<file path="src/hdl/peq_pkg.sv">
// Package for the priority event queue: shared constants and codes.
// No dependencies; used by priority_event_queue_unit.
package peq_pkg;

  localparam int unsigned LEVELS        = 3;
  localparam int unsigned DEPTH_DEFAULT = 8;
  localparam int unsigned CODE_W        = 8;
  localparam int unsigned LEVEL_W       = 2;

  // Item kinds
  localparam logic KIND_STORE = 1'b0;
  localparam logic KIND_FETCH = 1'b1;

  localparam logic [CODE_W-1:0] EMPTY_CODE_RST = '0;

endpackage

</file>
<file path="src/hdl/peq_ram.sv">
// Generic simple dual-port RAM: one write port, one read port, registered read.
// No dependencies.
module peq_ram #(
  parameter int unsigned WIDTH = 8,
  parameter int unsigned DEPTH = 24
) (
  input  logic                     clk,
  input  logic                     wr_en,
  input  logic [$clog2(DEPTH)-1:0] wr_addr,
  input  logic [WIDTH-1:0]         wr_data,
  input  logic                     rd_en,
  input  logic [$clog2(DEPTH)-1:0] rd_addr,
  output logic [WIDTH-1:0]         rd_data
);

  logic [WIDTH-1:0] mem [DEPTH];

  always_ff @(posedge clk) begin
    if (wr_en) begin
      mem[wr_addr] <= wr_data;
    end
    if (rd_en) begin
      rd_data <= mem[rd_addr];
    end
  end

endmodule

</file>
<file path="src/hdl/priority_event_queue_unit.sv">
// Top level of the priority event queue: three event rings, strict priority fetch.
// Depends on peq_pkg and peq_ram.
//
//  channel   signals                                   direction  transaction when
//  ------    ----------------------------------------  ---------  --------------------
//  command   start, kind, level, event_code, busy      in         start && !busy
//  result    done, fetched_code, found, found_level,   out        every cycle done is high
//            dropped_oldest
//  config    cfg_valid, cfg_data, cfg_ready            in         cfg_valid && cfg_ready
//
// Each command passes from acceptance to its result strobe through the input
// register and then the pointer logic, whose registered RAM read lands with
// the result register. A new command is taken every cycle while busy is low;
// throughput is one per clock. busy is high during reset and in the first
// cycle after it; the RAM needs no clearing pass, as only written entries are
// ever read. The receiver cannot stall, so done is never held back.
// Configuration is taken at any time, ready is always high.
module priority_event_queue_unit #(
  parameter int unsigned DEPTH = peq_pkg::DEPTH_DEFAULT
) (
  input  logic                        clk,
  input  logic                        rst,
  // command
  input  logic                        start,
  output logic                        busy,
  input  logic                        kind,
  input  logic [peq_pkg::LEVEL_W-1:0] level,
  input  logic [peq_pkg::CODE_W-1:0]  event_code,
  // result
  output logic                        done,
  output logic [peq_pkg::CODE_W-1:0]  fetched_code,
  output logic                        found,
  output logic [peq_pkg::LEVEL_W-1:0] found_level,
  output logic                        dropped_oldest,
  // configuration
  input  logic                        cfg_valid,
  output logic                        cfg_ready,
  input  logic [peq_pkg::CODE_W-1:0]  cfg_data
);

  localparam int unsigned LEVELS = peq_pkg::LEVELS;
  localparam int unsigned PTR_W  = (DEPTH > 1) ? $clog2(DEPTH) : 1;
  localparam int unsigned RAM_D  = LEVELS * DEPTH;
  localparam int unsigned ADDR_W = $clog2(RAM_D);
  localparam logic [PTR_W-1:0] PTR_LAST = PTR_W'(DEPTH - 1);

  // Ring increment without modulo
  function automatic logic [PTR_W-1:0] ring_next(input logic [PTR_W-1:0] p);
    return (p == PTR_LAST) ? '0 : p + PTR_W'(1);
  endfunction

  // Flat RAM address: level base plus slot
  function automatic logic [ADDR_W-1:0] ram_addr(input logic [peq_pkg::LEVEL_W-1:0] l,
                                                 input logic [PTR_W-1:0] p);
    return ADDR_W'(l) * ADDR_W'(DEPTH) + ADDR_W'(p);
  endfunction

  // Configuration register
  logic [peq_pkg::CODE_W-1:0] empty_code;
  assign cfg_ready = 1'b1;

  always_ff @(posedge clk) begin
    if (rst) begin
      empty_code <= peq_pkg::EMPTY_CODE_RST;
    end else if (cfg_valid && cfg_ready) begin
      empty_code <= cfg_data;
    end
  end

  // busy only covers reset and the cycle straight after it
  always_ff @(posedge clk) begin
    if (rst) begin
      busy <= 1'b1;
    end else begin
      busy <= 1'b0;
    end
  end

  // Input register
  logic                        s1_valid;
  logic                        s1_kind;
  logic [peq_pkg::LEVEL_W-1:0] s1_level;
  logic [peq_pkg::CODE_W-1:0]  s1_code;

  always_ff @(posedge clk) begin
    if (rst) begin
      s1_valid <= 1'b0;
    end else begin
      s1_valid <= start && !busy;
    end
    s1_kind  <= kind;
    s1_level <= level;
    s1_code  <= event_code;
  end

  // Ring pointers
  logic [PTR_W-1:0] rd_ptr      [LEVELS];
  logic [PTR_W-1:0] wr_ptr      [LEVELS];
  logic [PTR_W-1:0] rd_ptr_next [LEVELS];
  logic [PTR_W-1:0] wr_ptr_next [LEVELS];

  logic                        ram_we;
  logic [ADDR_W-1:0]           ram_waddr;
  logic                        ram_re;
  logic [ADDR_W-1:0]           ram_raddr;
  logic [peq_pkg::CODE_W-1:0]  ram_rdata;

  logic                        hit;
  logic [peq_pkg::LEVEL_W-1:0] hit_level;
  logic                        drop;

  always_comb begin
    logic [PTR_W-1:0] wp_adv;
    logic [PTR_W-1:0] hit_rp;
    hit       = 1'b0;
    hit_level = '0;
    hit_rp    = '0;
    wp_adv    = '0;
    drop      = 1'b0;
    ram_we    = 1'b0;
    ram_waddr = '0;
    ram_re    = 1'b0;
    ram_raddr = '0;
    for (int l = 0; l < LEVELS; l++) begin
      rd_ptr_next[l] = rd_ptr[l];
      wr_ptr_next[l] = wr_ptr[l];
    end
    // Priority pick: lowest non-empty level wins, so scan from the bottom up
    for (int l = LEVELS - 1; l >= 0; l--) begin
      if (rd_ptr[l] != wr_ptr[l]) begin
        hit       = 1'b1;
        hit_level = peq_pkg::LEVEL_W'(l);
        hit_rp    = rd_ptr[l];
      end
    end
    if (s1_valid) begin
      if (s1_kind == peq_pkg::KIND_STORE) begin
        hit = 1'b0;
        for (int l = 0; l < LEVELS; l++) begin
          if (s1_level == peq_pkg::LEVEL_W'(l)) begin
            wp_adv         = ring_next(wr_ptr[l]);
            ram_we         = 1'b1;
            ram_waddr      = ram_addr(s1_level, wr_ptr[l]);
            wr_ptr_next[l] = wp_adv;
            // Full ring: push the read pointer past the oldest entry, which is lost
            if (rd_ptr[l] == wp_adv) begin
              rd_ptr_next[l] = ring_next(wp_adv);
              drop           = 1'b1;
            end
          end
        end
      end else if (hit) begin
        ram_re    = 1'b1;
        ram_raddr = ram_addr(hit_level, hit_rp);
        for (int l = 0; l < LEVELS; l++) begin
          if (hit_level == peq_pkg::LEVEL_W'(l)) begin
            rd_ptr_next[l] = ring_next(hit_rp);
          end
        end
      end
    end else begin
      hit = 1'b0;
    end
  end

  always_ff @(posedge clk) begin
    if (rst) begin
      for (int l = 0; l < LEVELS; l++) begin
        rd_ptr[l] <= '0;
        wr_ptr[l] <= '0;
      end
    end else begin
      for (int l = 0; l < LEVELS; l++) begin
        rd_ptr[l] <= rd_ptr_next[l];
        wr_ptr[l] <= wr_ptr_next[l];
      end
    end
  end

  peq_ram #(
    .WIDTH (peq_pkg::CODE_W),
    .DEPTH (RAM_D)
  ) u_ram (
    .clk     (clk),
    .wr_en   (ram_we),
    .wr_addr (ram_waddr),
    .wr_data (s1_code),
    .rd_en   (ram_re),
    .rd_addr (ram_raddr),
    .rd_data (ram_rdata)
  );

  // Result register
  logic                        s2_valid;
  logic                        s2_fetch;
  logic                        s2_found;
  logic [peq_pkg::LEVEL_W-1:0] s2_level;
  logic                        s2_drop;
  logic [peq_pkg::CODE_W-1:0]  s2_empty;

  always_ff @(posedge clk) begin
    if (rst) begin
      s2_valid <= 1'b0;
    end else begin
      s2_valid <= s1_valid;
    end
    s2_fetch <= (s1_kind == peq_pkg::KIND_FETCH);
    s2_found <= hit;
    s2_level <= hit ? hit_level : '0;
    s2_drop  <= drop;
    s2_empty <= empty_code;
  end

  // Popped code comes straight from the RAM's read register
  assign done           = s2_valid;
  assign fetched_code   = s2_found ? ram_rdata : (s2_fetch ? s2_empty : '0);
  assign found          = s2_found;
  assign found_level    = s2_level;
  assign dropped_oldest = s2_drop;

endmodule

</file>
<file path="config.mk">
export PLATFORM = sky130hd
export DESIGN_NAME = priority_event_queue_unit
export DESIGN_NICKNAME = d
export VERILOG_FILES = /design/src/hdl/peq_pkg.sv /design/src/hdl/peq_ram.sv /design/src/hdl/priority_event_queue_unit.sv
export SDC_FILE = /design/constraint.sdc
export NUM_CORES = 1
export LEC_CHECK = 0
export ABC_AREA = 1
export BUFFER_PORTS_ARGS = -buffer_cell sky130_fd_sc_hd__buf_2
export CORE_MARGIN = 2
export CORE_UTILIZATION = 33
export DETAILED_ROUTE_END_ITERATION = 12
export GPL_TIMING_DRIVEN = 1
export SYNTH_ARGS = -nofsm -noshare
export SYNTH_HDL_FRONTEND = slang
export SYNTH_SLANG_ARGS = --single-unit
</file>
<file path="constraint.sdc">
create_clock -name clk -period 2.65 [get_ports clk]
set_input_delay 0.1325 -clock clk [delete_from_list [all_inputs] [get_ports clk]]
set_output_delay 0.1325 -clock clk [all_outputs]
set_load 0.1 [all_outputs]
</file>
### Yosys cells after proc, flatten, opt, wreduce, memory -nomap -nowiden

Memory sizes are Yosys's and may differ from the RTL's. A register that Yosys moved wholly into a read port is not among the register bits.
Index checks and enable logic that the tools add are counted.

* add/sub/neg operators: 11
* equality and inequality tests: 17
* mux-type cells: 70
* bitwise operators: 7
* reduce and logical (&&, ||, !) cells: 5

Operators by type and width (count)
* $mux W3: 28
* $mux W9: 5
* $mux W5: 8
* $mux W1: 24
* $add A3 B1 Y3 const B: 7
* $eq A3 B3 Y1 const B: 7
* $add A5 B3 Y5: 4
* $mux W8: 2
* $eq A3 B3 Y1: 3
* $ne A3 B3 Y1: 3
* $mux W2: 3
* $or A1 B1 Y1: 6
* $eq A2 B1 Y1 const B: 2
* $eq A2 B2 Y1 const B: 2
* $logic_not A2 Y1: 2
* $reduce_or A2 Y1: 1
* $logic_and A1 B1 Y1: 1
* $logic_not A1 Y1: 1
* $not A1 Y1: 1

* flip-flop bits (word level): 35
* bits in writable memories: 210
* bits of input ports: 23
* output and inout port bits: 15
* logic and storage cells: 125
* memories kept: 3

Memories
* u_ram.mem: depth 24, width 8, rd ports 1, clocked after Yosys merged registers in 1, wr ports 1, RTL line peq_ram.sv:16 `logic [WIDTH-1:0] mem [DEPTH];`
* rd_ptr: depth 3, width 3, rd ports 3, clocked after Yosys merged registers in 0, wr ports 3, RTL line priority_event_queue_unit.sv:97 `logic [PTR_W-1:0] rd_ptr [LEVELS];`
* wr_ptr: depth 3, width 3, rd ports 3, clocked after Yosys merged registers in 0, wr ports 3, RTL line priority_event_queue_unit.sv:98 `logic [PTR_W-1:0] wr_ptr [LEVELS];`

### Depth between registers and ports, before layout

An unclocked memory read counts as a cell.

* word-level depth: 12
* mapped depth: 18

### Cells and area by module

A second synthesis with hierarchy kept.

* cell total of the unflattened synthesis: 1090
* area total of the unflattened synthesis: 10969.3 µm²

By module, submodules not included
* peq_ram: times used 1, cells an instance 762, area an instance 8450.6 µm²
* priority_event_queue_unit: times used 1, cells an instance 328, area an instance 2518.7 µm²

### Worst setup path before layout

No wires, ideal clock.

* path type: reg-to-reg
* start point: register s1_valid
* end point: memory u_ram.mem[10][0], enable pin
* library setup time: 0.370 ns
* arrival: 1.916 ns
* data required time: 2.280 ns
* path slack: 0.364 ns
* stages on the path, launching flop included: 9
* path buffers: 1
* clock period less this slack: 2.286 ns
* cell sequence: dfxtp_1 -> inv_1 -> nor2_1 -> inv_1 -> nor2_1 -> a221oi_1 -> or2_2 -> clkbuf_1 -> nor2_1

* longest elaborated chain between the ends: 3

RTL lines
* start: declaration: RTL line priority_event_queue_unit.sv:80 `logic s1_valid;`
* start signal: assignment: RTL line priority_event_queue_unit.sv:89 `s1_valid <= start && !busy;`
* $mux W1: RTL line priority_event_queue_unit.sv:136 `if (s1_valid) begin`
* $mux W1: RTL line peq_ram.sv:19 `if (wr_en) begin`
* $mux W1 (not written as such): RTL line peq_ram.sv:20 `mem[wr_addr] <= wr_data;`
* end: declaration: RTL line peq_ram.sv:16

Several ways; a longest one is shown, not always the timed one.

==> results.cfg <==
[floorplan]
pin_count = 38
core-area_um2 = 33400
rows = 67
die_width_um = 188
dieArea_um2 = 35200
die_height_um = 188
initial_utilization_pct = 33.3

[yosys]
avgSynthCellArea_um2 = 10.0
synth_warnings = 0
synth_cell_types = 39
ys_seq_elements = 253
synthCells = 1110
ys_seq_area_share_pct = 63.5
synth_area_um2 = 11100
syn-num-nets = 1144

[grt]
antenna_found_initial = 0
grt_use_met3_pct = 2.53
met1_usage_pct = 21.7
grt_max_degree = 54
grt_pass1_wl_um = 44800
grt_use_total_pct = 16.2
grtUsageMet2_pct = 26.8
top_usage_layer = met2
overflow = 0
grt_pass1_vias = 7918

[sta]
whs_ns = 0.234
fin_crit_ns = 2.49
hold_viol = 0
setup_slack_ns = 0.157
tns_ns = 0
fmax_mhz = 401
final-setup-viol-count = 0
fin_skew_ns = 0.00874
tightest_slew_ns = 0.765
post-route-period-util_pct = 94.1
maxSlewViolCount = 0
max_slew_margin_pct = 48.9

[cells_and_area]
fin_util_pct = 40.2
multi_input_area_um2 = 3180
drive_gt1_share_pct = 14.7
nNetsFinal = 1255
regArea_um2 = 7070
stdcell_area_um2 = 13400
fin_cells = 1689
fillers = 3262
area_delta_synth_final_pct = 20.5
num_antenna_cells = 0

[detailed_routing]
num_vias = 8233
drt-total-wl_um = 29200
route.detailed.drc = 0
dr.pass1.iters = 6
drt_iter0_markers = 781
ant_nets = 0
wl_per_cell_um = 17.3
viasPerCell = 4.87

[setup_path]
worstReg2RegStart = wr_ptr[0][3]$_SDFFE_PP0P_
cp-start-kind = register
r2r_slack_ns = 0.16
path_class = register to register
ff2ff_path_depth = 16
cp_max_fo = 15
worst_setup_path_end_kind = register
crit_path_start = wr_ptr[0][3]$_SDFFE_PP0P_
worstPathArrival_ns = 2.77
worstReg2RegEnd = u_ram.rd_data[1]$_DFFE_PP_
required_ns = 2.93

[clock_network]
cts-root-buf = clkbuf_16
clkTransAtPathRegs_ns = 0.06
cts_buffers = 27
clock_sinks = 253
clockBufferDepth = 3
cts_tree = yes
cts_max_level = 1
clock_latency_ns = 0.53

[placed_design]
place.gp.congestion = 0.857
post-place-ws_ns = -0.0253
placed_area_um2 = 12200
dp.cells = 1609
dp_hpwl_um = 18000
io_buffers = 36

[pwr]
total_power_mw = 8.32
p_per_area_nw_per_um2 = 621
leakage_nw = 5.62
irDropWorstVdd_uv = 430

[worst_hold_path]
hold-path-endpoint = s1_level[1]$_DFF_P_
hold_start = level[1]
hold_depth = 2
min_path_type = input pin to register

[run_status]
outcome = finished clean

[run]
maxCapViolCount = 0
==> power by group <==
group / internal (mW) / switching, mW
sequential: 4.31 / 0.0217
combinational: 0.137 / 0.342
clock: 2.01 / 1.50
==> how the worst max path moves through the flow <==
stage,end,cells past startpoint
floorplan,u_ram.mem[10][0]$_DFFE_PP_,8
global placement,u_ram.rd_data[5]$_DFFE_PP_,14
detailed placement,u_ram.rd_data[5]$_DFFE_PP_,14
CTS,u_ram.rd_data[5]$_DFFE_PP_,14
global route,u_ram.rd_data[5]$_DFFE_PP_,13
finish,u_ram.rd_data[1]$_DFFE_PP_,16
==> per-layer routing <==
metal | vias up | wire [µm]
met3 | 63 | 1900
met4 | 0 | 951
met5 | - | 0
li1 | 3958 | -
met1 | 3904 | 12700
met2 | 308 | 13600
==> synth_stat cells, drive strengths merged <==
master	instances	area, µm²
edfxtp	200	6010
nand2	198	773
inv	173	652
nand3	145	753
nor2	103	413
o21ai	56	280
dfxtp	53	1060
nand4	48	300
buf	39	225
a21oi	30	154
ha	11	138
clkbuf	9	33.8
o211ai	9	67.6
or2	8	50.1
nand3b	6	45.0
xnor2	6	60.1
xor2	4	35.0
a221oi	3	26.3
nor3	3	15.0
a31oi	2	12.5
conb	1	3.75
nor4	1	6.26
o221ai	1	8.76
o22ai	1	6.26
==> critical path: stages, from the launching register on <==
cell and delay, ns:
dfxtp_1 0.41, nand2_1 0.08, nand2_1 0.11, nand2_1 0.07, nor2_2 0.16, nand3_1 0.13
nand2_4 0.15, nand2_4 0.10, nor2_8 0.19, buf_12 0.17, nand2_1 0.05, nand3_1 0.08
nand3_1 0.10, nand3_1 0.16, nand2_1 0.11, nand2_1 0.09, nand2_1 0.07
==> state kept, by name, summed over array words and instances, names as in the netlist <==
register	count
busy	1
found_level	2
s1_kind	1
empty_code	8
s1_valid	1
s1_level	2
s2_fetch	1
dropped_oldest	1
s1_code	8
s2_empty	8
done	1
rd_ptr	9
found	1
wr_ptr	9
u_ram.mem	192
u_ram.rd_data	8
==> cell usage in the layout (no fill, tap or decap), types with 7 or more instances in the layout <==
| cell | count |
|---|---|
| o211ai_1 | 9 |
| buf_2 | 36 |
| clkbuf_16 | 30 |
| nor2_1 | 95 |
| ha_1 | 11 |
| nand2_1 | 192 |
| clkinv_2 | 8 |
| inv_1 | 166 |
| a21oi_1 | 29 |
| dfxtp_1 | 51 |
| buf_4 | 53 |
| edfxtp_1 | 200 |
| nand4_1 | 48 |
| o21ai_0 | 52 |
| dlygate4sd3_1 | 29 |
| nand3_1 | 140 |
| nor2_2 | 7 |
==> layout make-up <==
cell class,instances,share of cell area [%]
multi-input combinational,636,23.7
inverter,173,4.90
clock inverter,14,0.551
sequential,253,52.7
timing repair buffer,130,8.26
tap,448,4.18
clock buffer,35,5.65
==> what timing repair did <==
item	CTS	global route
buffers inserted	0	0
hold endpoints to repair	23	0
endpoints found under the setup margin	1	116
cloned	0	2
resized for setup	1	17
hold buffers	29	0
==> kinds of logic (layout without fill, tap and decap cells) <==
| kind of cell | after synthesis | count (layout) | synth area share (%) |
|---|---|---|---|
| compound gates | 102 | 102 | 4.99 |
| xor+xnor | 10 | 10 | 0.855 |
| fa+ha+maj | 11 | 11 | 1.24 |
| buf+inv | 221 | 352 | 8.19 |
| flops | 253 | 253 | 63.5 |
| other cells | 1 | 1 | 0.0337 |
| simple gates | 512 | 512 | 21.2 |
(Power assumes the default switching activity.)
